`src/rtl/dnle_pkg.sv`:
```
`timescale 1ns / 1ps
`default_nettype none

package dnle_pkg;

	localparam int IDX_W = 6;
	localparam int STORE_DEPTH = 62;
	localparam logic [7:0] SEPARATOR = 8'h2E;
	localparam logic [7:0] TERMINATOR = 8'h00;

	typedef enum logic [1:0] {
		CMD_CHAR,
		CMD_DOT,
		CMD_END
	} cmd_kind_t;

	typedef struct packed {
		cmd_kind_t        kind;
		logic [7:0]       data;
		logic [IDX_W-1:0] idx;
		logic             ovf;
	} cmd_t;

	typedef struct packed {
		logic [7:0] out_byte;
		logic       run_last;
		logic       name_done;
		logic       too_long;
	} result_t;

endpackage

`default_nettype wire

```
`src/rtl/dns_name_label_encoder_core.sv`:
```
// Channel  Direction  Handshake           Fields
// input    in         push / full         character, is_end
// result   out        pop / empty         out_byte, run_last, name_done, too_long
//
// The back end writes a character into the label store; for a dot or an end it takes
// the command, then sends the length byte of the pending label, one byte per character
// read from the store and, for an end only, the terminator.
// The front accepts one transaction a cycle while the four-entry command queue has room.
// Reset clears the label count, the overflow flag, all queue pointers and the sequencer.
// The label store is not cleared; only entries written for the current label are read.
// A full result queue stalls the back end, which in turn lets the command queue fill.
`timescale 1ns / 1ps
`default_nettype none

module dns_name_label_encoder_core
	import dnle_pkg::*;
#(
	parameter int LABEL_MAX = 62
) (
	input  wire logic       clk,
	input  wire logic       arst_n,
	input  wire logic       push,
	output logic            full,
	input  wire logic [7:0] character,
	input  wire logic       is_end,
	output logic            empty,
	input  wire logic       pop,
	output logic [7:0]      out_byte,
	output logic            run_last,
	output logic            name_done,
	output logic            too_long
);

	cmd_t    cmd_in;
	cmd_t    cmd_out;
	logic    cmd_push;
	logic    cmd_full;
	logic    cmd_pop;
	logic    cmd_empty;
	result_t res_in;
	result_t res_out;
	logic    res_push;
	logic    res_full;

	dnle_front #(
		.LABEL_MAX(LABEL_MAX)
	) u_front (
		.clk      (clk),
		.arst_n   (arst_n),
		.push     (push),
		.full     (full),
		.character(character),
		.is_end   (is_end),
		.cmd_push (cmd_push),
		.cmd      (cmd_in),
		.cmd_full (cmd_full)
	);

	dnle_fifo #(
		.WIDTH($bits(cmd_t)),
		.AW   (2)
	) u_cmd_fifo (
		.clk    (clk),
		.arst_n (arst_n),
		.wr_en  (cmd_push),
		.wr_data(cmd_in),
		.full   (cmd_full),
		.rd_en  (cmd_pop),
		.rd_data(cmd_out),
		.empty  (cmd_empty)
	);

	dnle_back u_back (
		.clk      (clk),
		.arst_n   (arst_n),
		.cmd      (cmd_out),
		.cmd_empty(cmd_empty),
		.cmd_pop  (cmd_pop),
		.res_push (res_push),
		.res      (res_in),
		.res_full (res_full)
	);

	dnle_fifo #(
		.WIDTH($bits(result_t)),
		.AW   (1)
	) u_res_fifo (
		.clk    (clk),
		.arst_n (arst_n),
		.wr_en  (res_push),
		.wr_data(res_in),
		.full   (res_full),
		.rd_en  (pop),
		.rd_data(res_out),
		.empty  (empty)
	);

	assign out_byte  = res_out.out_byte;
	assign run_last  = res_out.run_last;
	assign name_done = res_out.name_done;
	assign too_long  = res_out.too_long;

endmodule

`default_nettype wire

```
`src/rtl/dnle_fifo.sv`:
```
`timescale 1ns / 1ps
`default_nettype none

module dnle_fifo #(
	parameter int WIDTH = 8,
	parameter int AW = 2
) (
	input  wire logic             clk,
	input  wire logic             arst_n,
	input  wire logic             wr_en,
	input  wire logic [WIDTH-1:0] wr_data,
	output logic                  full,
	input  wire logic             rd_en,
	output logic [WIDTH-1:0]      rd_data,
	output logic                  empty
);

	localparam int Depth = 1 << AW;

	logic [WIDTH-1:0] mem_q [Depth];
	logic [AW-1:0]    wr_ptr_q;
	logic [AW-1:0]    rd_ptr_q;
	logic [AW:0]      count_q;
	logic             do_wr;
	logic             do_rd;

	assign full    = (count_q == (AW+1)'(Depth));
	assign empty   = (count_q == '0);
	assign do_wr   = wr_en && !full;
	assign do_rd   = rd_en && !empty;
	assign rd_data = mem_q[rd_ptr_q];

	always_ff @(posedge clk) begin
		if (do_wr) begin
			mem_q[wr_ptr_q] <= wr_data;
		end
	end

	always_ff @(posedge clk or negedge arst_n) begin
		if (!arst_n) begin
			wr_ptr_q <= '0;
			rd_ptr_q <= '0;
			count_q  <= '0;
		end else begin
			if (do_wr) begin
				wr_ptr_q <= wr_ptr_q + 1'b1;
			end
			if (do_rd) begin
				rd_ptr_q <= rd_ptr_q + 1'b1;
			end
			if (do_wr && !do_rd) begin
				count_q <= count_q + 1'b1;
			end else if (do_rd && !do_wr) begin
				count_q <= count_q - 1'b1;
			end
		end
	end

endmodule

`default_nettype wire

```
`src/rtl/dnle_front.sv`:
```
`timescale 1ns / 1ps
`default_nettype none

module dnle_front
	import dnle_pkg::*;
#(
	parameter int LABEL_MAX = 62
) (
	input  wire logic       clk,
	input  wire logic       arst_n,
	input  wire logic       push,
	output logic            full,
	input  wire logic [7:0] character,
	input  wire logic       is_end,
	output logic            cmd_push,
	output cmd_t            cmd,
	input  wire logic       cmd_full
);

	localparam logic [IDX_W-1:0] LabelMaxC = IDX_W'(LABEL_MAX);

	logic [IDX_W-1:0] count_q;
	logic             ovf_q;
	logic             take;
	logic             is_dot;
	logic             has_room;

	assign full     = cmd_full;
	assign take     = push && !cmd_full;
	assign is_dot   = !is_end && (character == SEPARATOR);
	assign has_room = (count_q < LabelMaxC);

	always_comb begin
		cmd.data = character;
		cmd.idx  = count_q;
		cmd.ovf  = ovf_q;
		if (is_end) begin
			cmd.kind = CMD_END;
		end else if (is_dot) begin
			cmd.kind = CMD_DOT;
		end else begin
			cmd.kind = CMD_CHAR;
		end
		cmd_push = take && (is_end || is_dot || has_room);
	end

	always_ff @(posedge clk or negedge arst_n) begin
		if (!arst_n) begin
			count_q <= '0;
			ovf_q   <= 1'b0;
		end else if (take) begin
			if (is_end || is_dot) begin
				count_q <= '0;
				ovf_q   <= 1'b0;
			end else if (has_room) begin
				count_q <= count_q + 1'b1;
			end else begin
				ovf_q <= 1'b1;
			end
		end
	end

`ifndef NO_ASSERTIONS
	a_count_bound: assert property (@(posedge clk) disable iff (!arst_n)
		count_q <= LabelMaxC)
		else $error("label count exceeds the label limit");
`endif

endmodule

`default_nettype wire

```
`src/rtl/dnle_back.sv`:
```
`timescale 1ns / 1ps
`default_nettype none

module dnle_back
	import dnle_pkg::*;
(
	input  wire logic clk,
	input  wire logic arst_n,
	input  wire cmd_t cmd,
	input  wire logic cmd_empty,
	output logic      cmd_pop,
	output logic      res_push,
	output result_t   res,
	input  wire logic res_full
);

	typedef enum logic [1:0] {
		ST_IDLE,
		ST_LEN,
		ST_CHARS,
		ST_TERM
	} state_t;

	state_t           state_q;
	logic [IDX_W-1:0] len_q;
	logic [IDX_W-1:0] idx_q;
	logic             ovf_q;
	logic             end_q;
	logic [7:0]       store_q [STORE_DEPTH];
	logic [7:0]       rdata_q;
	logic [IDX_W-1:0] raddr;
	logic             last_char;
	logic             store_wr;

	assign cmd_pop   = (state_q == ST_IDLE) && !cmd_empty;
	assign store_wr  = cmd_pop && (cmd.kind == CMD_CHAR);
	assign last_char = (idx_q == len_q - 1'b1);

	always_comb begin
		res      = '0;
		res_push = 1'b0;
		raddr    = '0;
		case (state_q)
			ST_LEN: begin
				res.out_byte = 8'(len_q);
				res.run_last = !end_q && (len_q == '0);
				res.too_long = ovf_q;
				res_push     = !res_full;
			end
			ST_CHARS: begin
				res.out_byte = rdata_q;
				res.run_last = !end_q && last_char;
				res_push     = !res_full;
				if (res_push && !last_char) begin
					raddr = idx_q + 1'b1;
				end else if (!res_push) begin
					raddr = idx_q;
				end
			end
			ST_TERM: begin
				res.out_byte  = TERMINATOR;
				res.run_last  = 1'b1;
				res.name_done = 1'b1;
				res_push      = !res_full;
			end
			default: begin
				res_push = 1'b0;
			end
		endcase
	end

	always_ff @(posedge clk) begin
		if (store_wr) begin
			store_q[cmd.idx] <= cmd.data;
		end
		rdata_q <= store_q[raddr];
	end

	always_ff @(posedge clk or negedge arst_n) begin
		if (!arst_n) begin
			state_q <= ST_IDLE;
			len_q   <= '0;
			idx_q   <= '0;
			ovf_q   <= 1'b0;
			end_q   <= 1'b0;
		end else begin
			case (state_q)
				ST_IDLE: begin
					if (cmd_pop && cmd.kind != CMD_CHAR) begin
						len_q   <= cmd.idx;
						ovf_q   <= cmd.ovf;
						end_q   <= (cmd.kind == CMD_END);
						state_q <= ST_LEN;
					end
				end
				ST_LEN: begin
					if (res_push) begin
						idx_q <= '0;
						if (len_q != '0) begin
							state_q <= ST_CHARS;
						end else if (end_q) begin
							state_q <= ST_TERM;
						end else begin
							state_q <= ST_IDLE;
						end
					end
				end
				ST_CHARS: begin
					if (res_push) begin
						if (!last_char) begin
							idx_q <= idx_q + 1'b1;
						end else if (end_q) begin
							state_q <= ST_TERM;
						end else begin
							state_q <= ST_IDLE;
						end
					end
				end
				ST_TERM: begin
					if (res_push) begin
						state_q <= ST_IDLE;
					end
				end
				default: begin
					state_q <= ST_IDLE;
				end
			endcase
		end
	end

`ifndef NO_ASSERTIONS
	a_idx_in_label: assert property (@(posedge clk) disable iff (!arst_n)
		(state_q == ST_CHARS) |-> (idx_q < len_q))
		else $error("character index runs past the label length");
	a_done_is_last: assert property (@(posedge clk) disable iff (!arst_n)
		(res_push && res.name_done) |-> res.run_last)
		else $error("terminator is not the last result of its transaction");
	a_empty_label: assert property (@(posedge clk) disable iff (!arst_n)
		(state_q == ST_LEN && res_push && len_q == '0) |=> (state_q != ST_CHARS))
		else $error("empty label entered the character phase");
`endif

endmodule

`default_nettype wire

```
`config.mk`:
```
export PLATFORM = sky130hd
export DESIGN_NAME = dns_name_label_encoder_core
export DESIGN_NICKNAME = d
export VERILOG_FILES = /design/src/rtl/dnle_pkg.sv /design/src/rtl/dns_name_label_encoder_core.sv /design/src/rtl/dnle_fifo.sv /design/src/rtl/dnle_front.sv /design/src/rtl/dnle_back.sv
export SDC_FILE = /design/constraint.sdc
export NUM_CORES = 1
export LEC_CHECK = 0
export BUFFER_PORTS_ARGS = -buffer_cell sky130_fd_sc_hd__buf_2
export CORE_ASPECT_RATIO = 1.25
export CORE_MARGIN = 2
export CORE_UTILIZATION = 63
export DETAILED_ROUTE_END_ITERATION = 8
export HOLD_SLACK_MARGIN = 0.03
export PLACE_DENSITY = 0.79
export RECOVER_POWER = 100
export SETUP_SLACK_MARGIN = 0.2
export SYNTH_ARGS = -nofsm -noshare
export SYNTH_HDL_FRONTEND = slang
export SYNTH_HIERARCHICAL = 1
export SYNTH_SLANG_ARGS = --single-unit
export TNS_END_PERCENT = 5
```
`constraint.sdc`:
```
create_clock -name clk -period 4.2 [get_ports clk]
set_input_delay 0.63 -clock clk [delete_from_list [all_inputs] [get_ports clk]]
set_output_delay 0.63 -clock clk [all_outputs]
set_load 0.03 [all_outputs]
```
==> impl_metrics.toml <==
[global_route]
antenna_found_initial = 1
grt_pass1_vias = 15600
overflow = 0
grt_pass1_wl_um = 93200
grtUsageMet2_pct = 47.6
use_met1_pct = 40.0
grt_max_degree = 72
grt_usage_pct = 29.4
gr-usage-met3_pct = 4.48
grt-busiest-layer = "met2"

[timing]
relSlewSlack_pct = -26.2
tightest_slew_ns = 1.89
fmax_mhz = 248
final_hold_viol_count = 0
min_period_ns = 4.03
grt_setup_unrepaired = "true"
tns_ns = 0
finalMaxSlewViolations = 35
timing.final.crit_share_pct = 95.9
setup_ws_ns = 0.172
setup_viol = 0
skew_ns = 0.0203

[detailed_routing]
dr.pass1.iters = 7
wl_um = 62300
ant_nets = 0
routedWlPerCell_um = 25.5
detail_route.iter0.violations = 2137
drc_errors = 0
viasPerCell = 6.69
vias = 16300

[clock_network]
post_cts.repair.setup_buffers = 0
numCtsBuffers = 56
clkSlewWorstSetupHoldPaths_ns = 0.06
worst_skew_pair.late_latency_ns = 0.60
cts_tree = "built"
htreeDepth = 2
cts_buffer_depth = 3
cts_hold_buf = 0
cts.sinks = 628
cts-root-buf = "clkbuf_16"
cts_resized = 0

[synth]
synth_enable_flop_cells = 586
synth_ff_type = "edfxtp_1"
synth_compound_area_share_pct = 10.8
syn_avg_cell_area_um2 = 14.3
synthMuxAreaShare_pct = 3.88
synth_cells = 1807
ys_types = 84
yosysWarnings = 6
synthSimpleGateAreaFrac_pct = 9.51
synth_top_area_share_pct = 68.0
ys_ff_latch = 628
synth_top_family_by_area = "compound AO/OA/AOI/OAI gates"
synth_top_area_cell = "edfxtp_1"
synth-xor-area-share_pct = 0.739
yosysSeqAreaShare_pct = 71.9
synth_fp_nets = 1830
mappedNetlistArea_um2 = 25900
synthTopCellsByArea = "edfxtp_1, nand2_1, dfrtp_1, nor2_1, mux2i_1"
synthAdderAreaFrac_pct = 0.512
async_flop_share_pct = 5.41

[place]
placed_area_um2 = 26700
dp_hpwl_um = 38400
io_buffers = 25
pre_cts_ws_ns = 0.305
gp_congestion = 0.919

[floorplanning]
core_area_um2 = 40800
die-area_um2 = 42700
io_pins = 26
rows = 83
die_y_um = 231
start_util_pct = 63.4
die_w_um = 185

[hold_path]
hp-class = "primary input to flip-flop"

[pwr]
leakage_nw = 9.28
ir_drop_uv = 816
powerDensity_nw_per_um2 = 742

[job]
drv_cap = 1

[critical_path]
cp_max_fo = 30
worstSetupStartpointType = "flip-flop"
ff2ff_setup_slack_ns = 0.17
worst_ep_arrival_time_ns = 4.46
endpoint_kind = "flip-flop"
required_ns = 4.64
path_class = "flip-flop to flip-flop"

[finish]
drive_above_1_share_pct = 9.69
final_area_um2 = 28500
fillerInstances = 2631
area_delta_synth_final_pct = 10.0
finalNetCount = 1866

[run_status]
outcome = "complete, but fails checks"
violations = "max-capacitance violations, max-slew violations"
[per-stage QoR]
step | hold WS (ns) | std cells | power (W) | utilization [%]
finish | 0.328 | 2441 | 0.0211 | 69.8
detailed placement | 0.483 | 2337 | 0.0157 | 65.5
CTS | 0.116 | 2440 | 0.0211 | 70.3
global route | 0.327 | 2440 | 0.0219 | 69.8
floorplan | 0.334 | 1807 | 0.0133 | -
global placement | 0.465 | 2337 | 0.0154 | 65.5
[cell families (layout without fill, tap and decap cells)]
logic type      count (synthesis)  count (layout)
compound gates                379             379
xor+xnor                       21              21
fa+ha+maj                      10              10
buf+inv                       135             216
flops                         628             628
mux                            73              73
other cells                     0               1
simple gates                  561             561
[synthesized netlist by cell type (11+ instances only)]
cell and number:
clkbuf_1 45, a31oi_1 34, nor2_1 171, nand2_1 235, mux2i_1 38, a21oi_1 71, o221ai_1 38, nand3_1 46
inv_1 12, nor3_1 25, mux2_1 11, and3_1 21, a311oi_1 23, a211oi_1 21, o22ai_1 16, o221a_2 17
o21ai_0 49, buf_2 42, dfrtp_1 34, buf_4 15, xnor2_1 13, edfxtp_1 586
[layout by cell type, fill, tap and decap left out, types with 9 or more instances in the layout]
cell,Yosys,routed
ha_1,9,9
a31oi_1,34,34
o221ai_1,38,38
o21ai_0,49,50
nor3_1,25,25
nor2_1,171,172
nand2_1,235,236
mux2_1,11,12
edfxtp_1,586,586
clkbuf_16,0,57
mux2i_1,38,38
mux4_2,8,9
o211ai_1,10,10
a21oi_1,71,71
and3_1,21,21
inv_1,12,12
nand3_1,46,46
xnor2_1,13,13
a21o_1,10,9
bufinv_16,0,12
a211oi_1,21,21
a22oi_1,9,9
dfrtp_1,34,34
o22ai_1,16,16
clkinv_1,0,9
o221a_2,17,17
nor2b_1,9,9
nand4_1,9,9
clkbuf_1,45,70
buf_4,15,28
a311oi_1,23,23
[critical path, stage by stage (launching register included)]
cell and delay, ns:
dfrtp_1 0.43, inv_1 0.08, ha_1 0.27, xnor2_1 0.25, a211oi_2 0.13, o211a_1 0.28, buf_4 0.22, a31oi_4 0.29
clkbuf_4 0.49, mux2i_1 0.27, a21oi_1 0.14, o41ai_1 0.81, nand4_1 0.18
[final cells by class]
cell class              instances  area, um2  share of cell area (%)
diodes                          1       2.50                 0.00878
well taps                     552        691                    2.42
flip-flops and latches        628      18600                    65.3
inverters                      12       45.0                   0.158
repair buffers                101        586                    2.06
clock inverters                32        478                    1.68
clock buffers                  71       1510                    5.30
multi-input cells            1044       6570                    23.1
[metal layers]
metal / part of all wire [%] / vias to the layer above / wire (um)
met5: 0 / - / 0
met4: 4.7 / 0 / 2940
met3: 9.3 / 182 / 5770
met2: 49 / 1038 / 30600
met1: 37 / 8095 / 23000
li1: - / 7026 / -
[registers in the layout, indices dropped and copies added (netlist names)]
| signal | flops |
|---|---|
| u_back/len_q | 6 |
| u_cmd_fifo/mem_q | 68 |
| u_back/rdata_q | 8 |
| u_front/ovf_q | 1 |
| u_cmd_fifo/count_q | 3 |
| u_res_fifo/wr_ptr_q | 1 |
| u_cmd_fifo/wr_ptr_q | 2 |
| u_res_fifo/rd_ptr_q | 1 |
| u_back/state_q | 2 |
| u_res_fifo/mem_q | 22 |
| u_res_fifo/count_q | 2 |
| u_back/ovf_q | 1 |
| u_back/store_q | 496 |
| u_back/idx_q | 6 |
| u_cmd_fifo/rd_ptr_q | 2 |
| u_front/count_q | 6 |
| u_back/end_q | 1 |
[power breakdown]
| part | total (W) | switching [W] | leakage, nW | internal (W) |
|---|---|---|---|---|
| clock | 0.00549 | 0.00221 | 0.955 | 0.00328 |
| sequential | 0.00884 | 0.000407 | 5.78 | 0.00844 |
| combinational | 0.00680 | 0.00485 | 2.54 | 0.00195 |
| total | 0.0211 | 0.00746 | 9.28 | 0.0137 |
[path summary, 6_finish.rpt]
kind / start / to / depth (start not counted)
worst max-delay path: u_back/len_q[0] / u_back/rdata_q[2] / 12
worst min-delay path: character[1] / u_cmd_fifo/mem_q[0][8] / 1
worst max register to register: u_back/len_q[0] / u_back/rdata_q[2] / 12
worst min register to register: u_cmd_fifo/count_q[2] / u_cmd_fifo/count_q[2] / 1
max in group asynchronous: arst_n / u_back/len_q[1] / 1
min in group asynchronous: arst_n / u_front/count_q[3] / 1
(Power assumes the default switching activity.)
